==> src/hw/rtl/shd_pkg.sv <==
// Types, constants and round functions for the SHA-256 digest block
package shd_pkg;
  typedef struct packed {
    logic [7:0] data_byte;
    logic       byte_present;
    logic       end_of_message;
  } shd_in_t;

  typedef struct packed {
    logic [31:0] digest_word;
    logic [2:0]  word_index;
    logic        last_word;
  } shd_out_t;

  localparam int unsigned QueueDepth = 4;

  typedef enum logic [2:0] {
    ST_IDLE, ST_LOAD, ST_ROUND, ST_ADD, ST_PAD, ST_EMIT
  } shd_state_t;

  localparam logic [255:0] INIT_VALUE = {
    32'h6a09e667, 32'hbb67ae85, 32'h3c6ef372, 32'ha54ff53a,
    32'h510e527f, 32'h9b05688c, 32'h1f83d9ab, 32'h5be0cd19};

  localparam logic [7:0] PAD_BYTE = 8'h80;
  localparam logic [5:0] LEN_POS = 6'd56;

  function automatic logic [31:0] round_k(input logic [5:0] t);
    logic [31:0] k [64];
    k = '{
      32'h428a2f98,32'h71374491,32'hb5c0fbcf,32'he9b5dba5,32'h3956c25b,32'h59f111f1,
      32'h923f82a4,32'hab1c5ed5,32'hd807aa98,32'h12835b01,32'h243185be,32'h550c7dc3,
      32'h72be5d74,32'h80deb1fe,32'h9bdc06a7,32'hc19bf174,32'he49b69c1,32'hefbe4786,
      32'h0fc19dc6,32'h240ca1cc,32'h2de92c6f,32'h4a7484aa,32'h5cb0a9dc,32'h76f988da,
      32'h983e5152,32'ha831c66d,32'hb00327c8,32'hbf597fc7,32'hc6e00bf3,32'hd5a79147,
      32'h06ca6351,32'h14292967,32'h27b70a85,32'h2e1b2138,32'h4d2c6dfc,32'h53380d13,
      32'h650a7354,32'h766a0abb,32'h81c2c92e,32'h92722c85,32'ha2bfe8a1,32'ha81a664b,
      32'hc24b8b70,32'hc76c51a3,32'hd192e819,32'hd6990624,32'hf40e3585,32'h106aa070,
      32'h19a4c116,32'h1e376c08,32'h2748774c,32'h34b0bcb5,32'h391c0cb3,32'h4ed8aa4a,
      32'h5b9cca4f,32'h682e6ff3,32'h748f82ee,32'h78a5636f,32'h84c87814,32'h8cc70208,
      32'h90befffa,32'ha4506ceb,32'hbef9a3f7,32'hc67178f2};
    return k[t];
  endfunction

  function automatic logic [31:0] rotr(input logic [31:0] x, input int unsigned n);
    return (x >> n) | (x << (32 - n));
  endfunction
endpackage

==> src/hw/rtl/shd_front.sv <==
// Input stage: drops empty items and queues the rest for the core
module shd_front #(
  parameter int unsigned DEPTH = shd_pkg::QueueDepth
) (
  input  logic            clk,
  input  logic            rst_n,
  input  logic            in_valid,
  output logic            in_ready,
  input  shd_pkg::shd_in_t in_data,
  output logic            q_valid,
  input  logic            q_ready,
  output shd_pkg::shd_in_t q_data
);
  import shd_pkg::*;
  localparam int unsigned AW = (DEPTH > 1) ? $clog2(DEPTH) : 1;

  shd_in_t          mem_r [DEPTH];
  logic [AW-1:0]    wp_r, rp_r;
  logic [AW:0]      cnt_r;
  logic             push, pop, useful;

  assign useful   = in_data.byte_present | in_data.end_of_message;
  assign in_ready = (cnt_r != (AW+1)'(DEPTH)) || !useful;
  assign push     = in_valid && in_ready && useful;
  assign q_valid  = cnt_r != '0;
  assign pop      = q_valid && q_ready;
  assign q_data   = mem_r[rp_r];

  always_ff @(posedge clk) begin
    if (push) mem_r[wp_r] <= in_data;
    if (!rst_n) begin
      wp_r <= '0; rp_r <= '0; cnt_r <= '0;
    end else begin
      if (push) wp_r <= (wp_r == AW'(DEPTH - 1)) ? '0 : wp_r + 1'b1;
      if (pop)  rp_r <= (rp_r == AW'(DEPTH - 1)) ? '0 : rp_r + 1'b1;
      cnt_r <= cnt_r + (AW+1)'(push) - (AW+1)'(pop);
    end
  end
endmodule

==> src/hw/rtl/shd_core.sv <==
// Compression core: block assembly, padding, 64 rounds, digest output
module shd_core (
  input  logic             clk,
  input  logic             rst_n,
  input  logic             q_valid,
  output logic             q_ready,
  input  shd_pkg::shd_in_t q_data,
  output logic             out_valid,
  input  logic             out_ready,
  output shd_pkg::shd_out_t out_data
);
  import shd_pkg::*;

  shd_state_t   st_r, st_nxt;
  logic [31:0]  w_r [16];
  logic [31:0]  h_r [8];
  logic [31:0]  v_r [8];
  logic [60:0]  cnt_r;
  logic [5:0]   rnd_r;
  logic [2:0]   oidx_r;
  logic         closing_r;   // end seen, first padding step still pending
  logic         lenblk_r;    // current compression carries the length
  logic         padnext_r;   // length-only block follows this compression
  logic         take;

  logic [31:0] t1, t2, s0, s1, wnew;
  logic [5:0]  pos;
  logic [3:0]  wi;
  logic [1:0]  bi;

  assign pos = cnt_r[5:0];
  assign wi  = pos[5:2];
  assign bi  = pos[1:0];

  always_comb begin
    t1 = v_r[7] + (rotr(v_r[4],6) ^ rotr(v_r[4],11) ^ rotr(v_r[4],25))
         + ((v_r[4] & v_r[5]) ^ (~v_r[4] & v_r[6])) + round_k(rnd_r) + w_r[0];
    t2 = (rotr(v_r[0],2) ^ rotr(v_r[0],13) ^ rotr(v_r[0],22))
         + ((v_r[0] & v_r[1]) ^ (v_r[0] & v_r[2]) ^ (v_r[1] & v_r[2]));
    s0 = rotr(w_r[1],7) ^ rotr(w_r[1],18) ^ (w_r[1] >> 3);
    s1 = rotr(w_r[14],17) ^ rotr(w_r[14],19) ^ (w_r[14] >> 10);
    wnew = w_r[0] + s0 + w_r[9] + s1;
  end

  assign take = (st_r == ST_IDLE) && q_valid;

  always_comb begin
    st_nxt = st_r;
    case (st_r)
      ST_IDLE: if (q_valid) begin
        if (q_data.byte_present && pos == 6'd63) st_nxt = ST_LOAD;
        else if (q_data.end_of_message) st_nxt = ST_PAD;
      end
      ST_PAD:   st_nxt = ST_LOAD;
      ST_LOAD:  st_nxt = ST_ROUND;
      ST_ROUND: if (rnd_r == 6'd63) st_nxt = ST_ADD;
      ST_ADD: begin
        if (closing_r || padnext_r) st_nxt = ST_PAD;
        else if (lenblk_r) st_nxt = ST_EMIT;
        else st_nxt = ST_IDLE;
      end
      ST_EMIT:  if (out_ready && oidx_r == 3'd7) st_nxt = ST_IDLE;
      default:  st_nxt = ST_IDLE;
    endcase
  end

  always_comb begin
    q_ready   = (st_r == ST_IDLE);
    out_valid = (st_r == ST_EMIT);
    out_data.digest_word = h_r[oidx_r];
    out_data.word_index  = oidx_r;
    out_data.last_word   = (oidx_r == 3'd7);
  end

  always_ff @(posedge clk) begin
    if (take && q_data.byte_present) begin
      if (bi == 2'd0) w_r[wi] <= {q_data.data_byte, 24'd0};
      else w_r[wi][(3 - bi) * 8 +: 8] <= q_data.data_byte;
    end
    if (st_r == ST_PAD) begin
      // closing_r set: first pad step (0x80 + fill); else second, length-only block
      for (int i = 0; i < 16; i++) begin
        if (closing_r) begin
          if (i == int'(wi)) begin
            if (bi == 2'd0) w_r[i] <= {PAD_BYTE, 24'd0};
            else w_r[i][(3 - bi) * 8 +: 8] <= PAD_BYTE;
          end else if (i > int'(wi) && (i < 14 || pos >= LEN_POS)) w_r[i] <= '0;
        end else if (i < 14) w_r[i] <= '0;
      end
      if (!closing_r || pos < LEN_POS) begin
        w_r[14] <= cnt_r[60:29];
        w_r[15] <= {cnt_r[28:0], 3'd0};
      end
    end
    if (st_r == ST_LOAD) for (int i = 0; i < 8; i++) v_r[i] <= h_r[i];
    if (st_r == ST_ROUND) begin
      for (int i = 0; i < 15; i++) w_r[i] <= w_r[i + 1];
      w_r[15] <= wnew;
      v_r[0] <= t1 + t2; v_r[1] <= v_r[0]; v_r[2] <= v_r[1]; v_r[3] <= v_r[2];
      v_r[4] <= v_r[3] + t1; v_r[5] <= v_r[4]; v_r[6] <= v_r[5]; v_r[7] <= v_r[6];
    end
    if (!rst_n) begin
      st_r <= ST_IDLE; cnt_r <= '0; rnd_r <= '0; oidx_r <= '0;
      closing_r <= 1'b0; lenblk_r <= 1'b0; padnext_r <= 1'b0;
      for (int i = 0; i < 8; i++) h_r[i] <= INIT_VALUE[255 - 32 * i -: 32];
    end else begin
      st_r <= st_nxt;
      if (take) begin
        if (q_data.byte_present) cnt_r <= cnt_r + 1'b1;
        closing_r <= q_data.end_of_message;
        lenblk_r  <= 1'b0;
        padnext_r <= 1'b0;
      end
      if (st_r == ST_PAD) begin
        closing_r <= 1'b0;
        lenblk_r  <= !closing_r || pos < LEN_POS;
        padnext_r <= closing_r && pos >= LEN_POS;
      end
      if (st_r == ST_ROUND) rnd_r <= rnd_r + 1'b1;
      if (st_r == ST_ADD)
        for (int i = 0; i < 8; i++) h_r[i] <= h_r[i] + v_r[i];
      if (st_r == ST_EMIT && out_ready) begin
        oidx_r <= oidx_r + 1'b1;
        if (oidx_r == 3'd7) begin
          cnt_r <= '0;
          for (int i = 0; i < 8; i++) h_r[i] <= INIT_VALUE[255 - 32 * i -: 32];
        end
      end
    end
  end
endmodule

==> src/hw/rtl/sha256_message_digest.sv <==
// SHA-256 over a byte stream: a 4-entry input queue feeds a one-round-per-cycle core.
// The 64th byte of a block starts a compression, during which the core takes no items.
// An end item costs 1 or 2 compressions plus 8 digest transfers.
// The queue lets up to 4 non-empty items be taken while the core compresses.
// rst_n is synchronous: queue empties, hash state reloads the initial value, count clears.
module sha256_message_digest #(
  parameter int unsigned QUEUE_DEPTH = shd_pkg::QueueDepth
) (
  input  logic              clk,
  input  logic              rst_n,
  input  logic              in_valid,
  output logic              in_ready,
  input  shd_pkg::shd_in_t  in_data,
  output logic              out_valid,
  input  logic              out_ready,
  output shd_pkg::shd_out_t out_data
);
  import shd_pkg::*;
  shd_in_t q_data;
  logic    q_valid, q_ready;

  shd_front #(.DEPTH(QUEUE_DEPTH)) u_front (
    .clk, .rst_n, .in_valid, .in_ready, .in_data, .q_valid, .q_ready, .q_data);
  shd_core u_core (
    .clk, .rst_n, .q_valid, .q_ready, .q_data, .out_valid, .out_ready, .out_data);
endmodule

==> config.mk <==
export PLATFORM = sky130hd
export DESIGN_NAME = sha256_message_digest
export DESIGN_NICKNAME = d
export VERILOG_FILES = /design/src/hw/rtl/shd_pkg.sv /design/src/hw/rtl/shd_front.sv /design/src/hw/rtl/shd_core.sv /design/src/hw/rtl/sha256_message_digest.sv
export SDC_FILE = /design/constraint.sdc
export NUM_CORES = 2
export LEC_CHECK = 0
export BUFFER_PORTS_ARGS = -buffer_cell sky130_fd_sc_hd__buf_2
export CORE_UTILIZATION = 40
export DETAILED_ROUTE_END_ITERATION = 10
export SLEW_MARGIN = 20
export SYNTH_ARGS = -nofsm -noshare
export SYNTH_HDL_FRONTEND = slang
export SYNTH_SLANG_ARGS = --single-unit
export TNS_END_PERCENT = 30
==> constraint.sdc <==
create_clock -name clk -period 11.7 [get_ports clk]
set_input_delay 1.17 -clock clk [delete_from_list [all_inputs] [get_ports clk]]
set_output_delay 1.17 -clock clk [all_outputs]
set_load 0.03 [all_outputs]
==> results.json <==
{
  "status": "finished, violations left",
  "failed_checks": "DRC",
  "cts_root_buf": "clkbuf_16",
  "synth_area_per_cell_sq_um": 10.19,
  "setup_viol": 0,
  "die-area_sq_um": 190900,
  "gp_congestion": 0.9737,
  "synth-seq-cells": 1152,
  "crit_buf_inv": 6,
  "tightest_slew_ns": 1.170,
  "r2r-start": "u_core.rnd_r[3]",
  "crit_fanout": 55,
  "startpoint_type": "flip-flop",
  "clockBufferDepth": 3,
  "cp_slowest_cell": "a221oi_1",
  "syn-num-nets": 8034,
  "drtIter0Drc": 6144,
  "drv_cap": 0,
  "setup_tns_ns": 0,
  "slew_violations": 0,
  "skew_ns": 0.04452,
  "vias": 58753,
  "synth-edff-count": 936,
  "grt.total_usage": 0.2687,
  "cts_setup_buffers": 0,
  "cts_tree": "done",
  "synth_cell_type_count": 114,
  "fillCellCount": 17821,
  "grt_pass1_wl_mm": 383.5,
  "vias_per_cell": 5.906,
  "timing.rr.end": "u_core.v_r[0][29]",
  "min_path_cells": 2,
  "cpMostUsedCell": "o21ai_0",
  "fmax_mhz": 102.7,
  "hold_viol": 0,
  "netlist_area_sq_um": 75650,
  "clk_pin_slew_ns": 0.06,
  "grt_pass1_vias": 56632,
  "reg2reg_depth": 37,
  "min_from": "u_core.h_r[7][19]",
  "yosysWarnings": 0,
  "relSlewSlack": 0.1997,
  "period_minus_slack_ns": 9.737,
  "synthArstFlopShare": 0,
  "ant_nets": 0,
  "htreeDepth": 4,
  "start_util": 0.4028,
  "drive_gt1_frac": 0.08968,
  "antenna_found_initial": 9,
  "critPathTopFamily": "compound AO/OA/AOI/OAI gates",
  "required_ns": 12.19,
  "end_kind": "flip-flop",
  "clock-sinks": 1152,
  "grt_max_degree": 165,
  "hold_buffers": 0,
  "rsz0062_at_grt": "false",
  "cts_inserted_buffers": 133,
  "drtPass1Iterations": 8,
  "crit_type": "reg2reg",
  "synth-seq-area-share": 0.4287,
  "pin_count": 52,
  "cts_resized": 0,
  "hp-class": "reg2reg",
  "synth-main-ff-cell": "edfxtp_1",
  "nets": 7955,
  "drt_wl_total_mm": 261.7,
  "syn_to_final_growth_pct": 9.717,
  "clkLatencyLatePin_ns": 0.81,
  "rows": 159,
  "die_h_um": 436.9,
  "finalCritPeriodShare": 0.8322,
  "die_w_um": 436.9,
  "drc": 16,
  "synth_cells": 7421,
  "hpwl_mm": 196.6,
  "hold_path_end": "u_core.h_r[7][19]",
  "arrival_ns": 10.23,
  "grt_overflow": 0,
  "slowest_delay_ns": 0.67,
  "core_sq_um": 187800,
  "rrSetupSlack_ns": 1.96,
  "routedWlPerCell_um": 26.31,
  "port_buffers": 51
}
cell usage in the layout, fill, tap and decap left out, drive strengths merged, types with 51 or more instances in the layout:
cell,Yosys,routed
a21o,468,468
a21oi,492,492
a221o,69,69
a22o,59,59
a31oi,51,51
buf,65,186
clkbuf,334,167
clkinv,2,57
dfxtp,216,216
edfxtp,936,936
fa,196,196
ha,403,403
inv,390,400
mux2,117,117
mux4,78,78
nand2,941,941
nand2b,63,63
nand3,117,117
nor2,467,467
nor2b,55,55
nor3,72,72
o211ai,57,57
o21ai,467,467
xnor2,366,366
xor2,245,245
per-layer routing:
| metal | GRT usage | share of wire |
|---|---|---|
| met2 | 0.4357 | 0.47 |
| met3 | 0.04219 | 0.068 |
| met4 | 0.1209 | 0.050 |
| met1 | 0.3528 | 0.41 |
| met5 | 0 | 0.00025 |
cells in the mapped netlist, types with 22 or more instances:
cell | n | area share
fa_1 | 196 | 0.052
a211oi_1 | 43 | 0.0043
mux2_2 | 117 | 0.017
nor2_1 | 463 | 0.023
o31ai_1 | 25 | 0.0025
a21o_1 | 465 | 0.046
nor3_1 | 71 | 0.0047
ha_1 | 403 | 0.067
nand4_1 | 32 | 0.0026
a21oi_1 | 491 | 0.032
nand2_1 | 938 | 0.047
nand2b_1 | 62 | 0.0051
o21a_1 | 48 | 0.0048
or3_1 | 43 | 0.0036
a221o_1 | 69 | 0.0091
clkbuf_1 | 333 | 0.017
mux2i_1 | 25 | 0.0033
xor2_1 | 245 | 0.028
o21ai_0 | 441 | 0.029
and3_1 | 42 | 0.0035
a22o_1 | 59 | 0.0068
a31oi_1 | 51 | 0.0042
nand3_1 | 117 | 0.0077
xnor2_1 | 366 | 0.042
o21bai_1 | 43 | 0.0043
o21ai_1 | 24 | 0.0016
o22ai_1 | 32 | 0.0026
edfxtp_1 | 936 | 0.37
inv_1 | 388 | 0.019
and2_1 | 44 | 0.0036
buf_1 | 58 | 0.0029
dfxtp_1 | 216 | 0.057
o211ai_1 | 57 | 0.0057
maj3_1 | 22 | 0.0029
nor2b_1 | 55 | 0.0045
mux4_2 | 78 | 0.023
cell type report:
class	count	area (sq um)	share of cell area
antenna	4	10.01	0.0001206
clock buffer	167	3547	0.04274
clock inverter	75	793.3	0.009558
inverter	392	1474	0.01776
multi-input combinational	5477	40290	0.4855
sequential	1152	32450	0.3909
tap	2495	3122	0.03761
timing repair buffer	186	1310	0.01578
worst max-delay path by stage:
stage                     from                 end  slack [ns]  cells after the start
2_1_floorplan  u_core.rnd_r[1]   u_core.v_r[0][30]        3.20                     37
3_3_place_gp   u_core.rnd_r[3]   u_core.v_r[0][29]        2.05                     37
3_5_place_dp   u_core.rnd_r[0]   u_core.v_r[0][29]        2.17                     34
4_1_cts        u_core.rnd_r[3]   u_core.v_r[0][29]        2.14                     32
5_1_grt        u_core.rnd_r[3]  u_core.v_r[0][159]        1.53                     38
6_report       u_core.rnd_r[3]   u_core.v_r[0][29]        1.96                     37
state kept, by name (all words and copies together) (netlist names), 6 cells and up, named ones only:
signal and flops:
u_core.h_r 256, u_core.cnt_r 61, u_core.rnd_r 6, u_core.v_r 256, u_front.mem_r 40, u_core.w_r 512
cells by family (layout without fill, tap and decap cells):
group,count (synthesis),after routing,synth area share
flip-flops,1152,1152,0.4287
XOR/XNOR,612,612,0.07106
adder cells (fa/ha/maj),621,621,0.1214
AND/OR/NAND/NOR,1969,1969,0.1153
buffers and inverters,792,820,0.03968
other,0,4,0
multiplexers,220,220,0.04395
AO/OA/AOI/OAI,2055,2055,0.1799
tightest hold or removal path: cells and delay by family, from the launching register on:
family | cells | cell delay, ns
compound gates | 1 | 0.05
flops | 1 | 0.33
simple gates | 1 | 0.06
stage by stage:
| stage | util | setup slack, ns | cell area [sq um] | std cells | hold WS, ns |
|---|---|---|---|---|---|
| 2_1_floorplan | - | 3.202 | 75650 | 7421 | 0.4435 |
| 4_1_cts | 0.4418 | 2.142 | 82970 | 9944 | 0.4890 |
| 3_3_place_gp | 0.4187 | 2.047 | 78630 | 9702 | 0.4709 |
| 3_5_place_dp | 0.4187 | 2.169 | 78630 | 9702 | 0.4812 |
| 5_1_grt | 0.4419 | 1.526 | 82990 | 9944 | 0.5065 |
| 6_report | 0.4419 | 1.963 | 83000 | 9948 | 0.4922 |
Power is not shown: default switching activity piles up to over one toggle a cycle in this logic, so the estimate is an artifact.
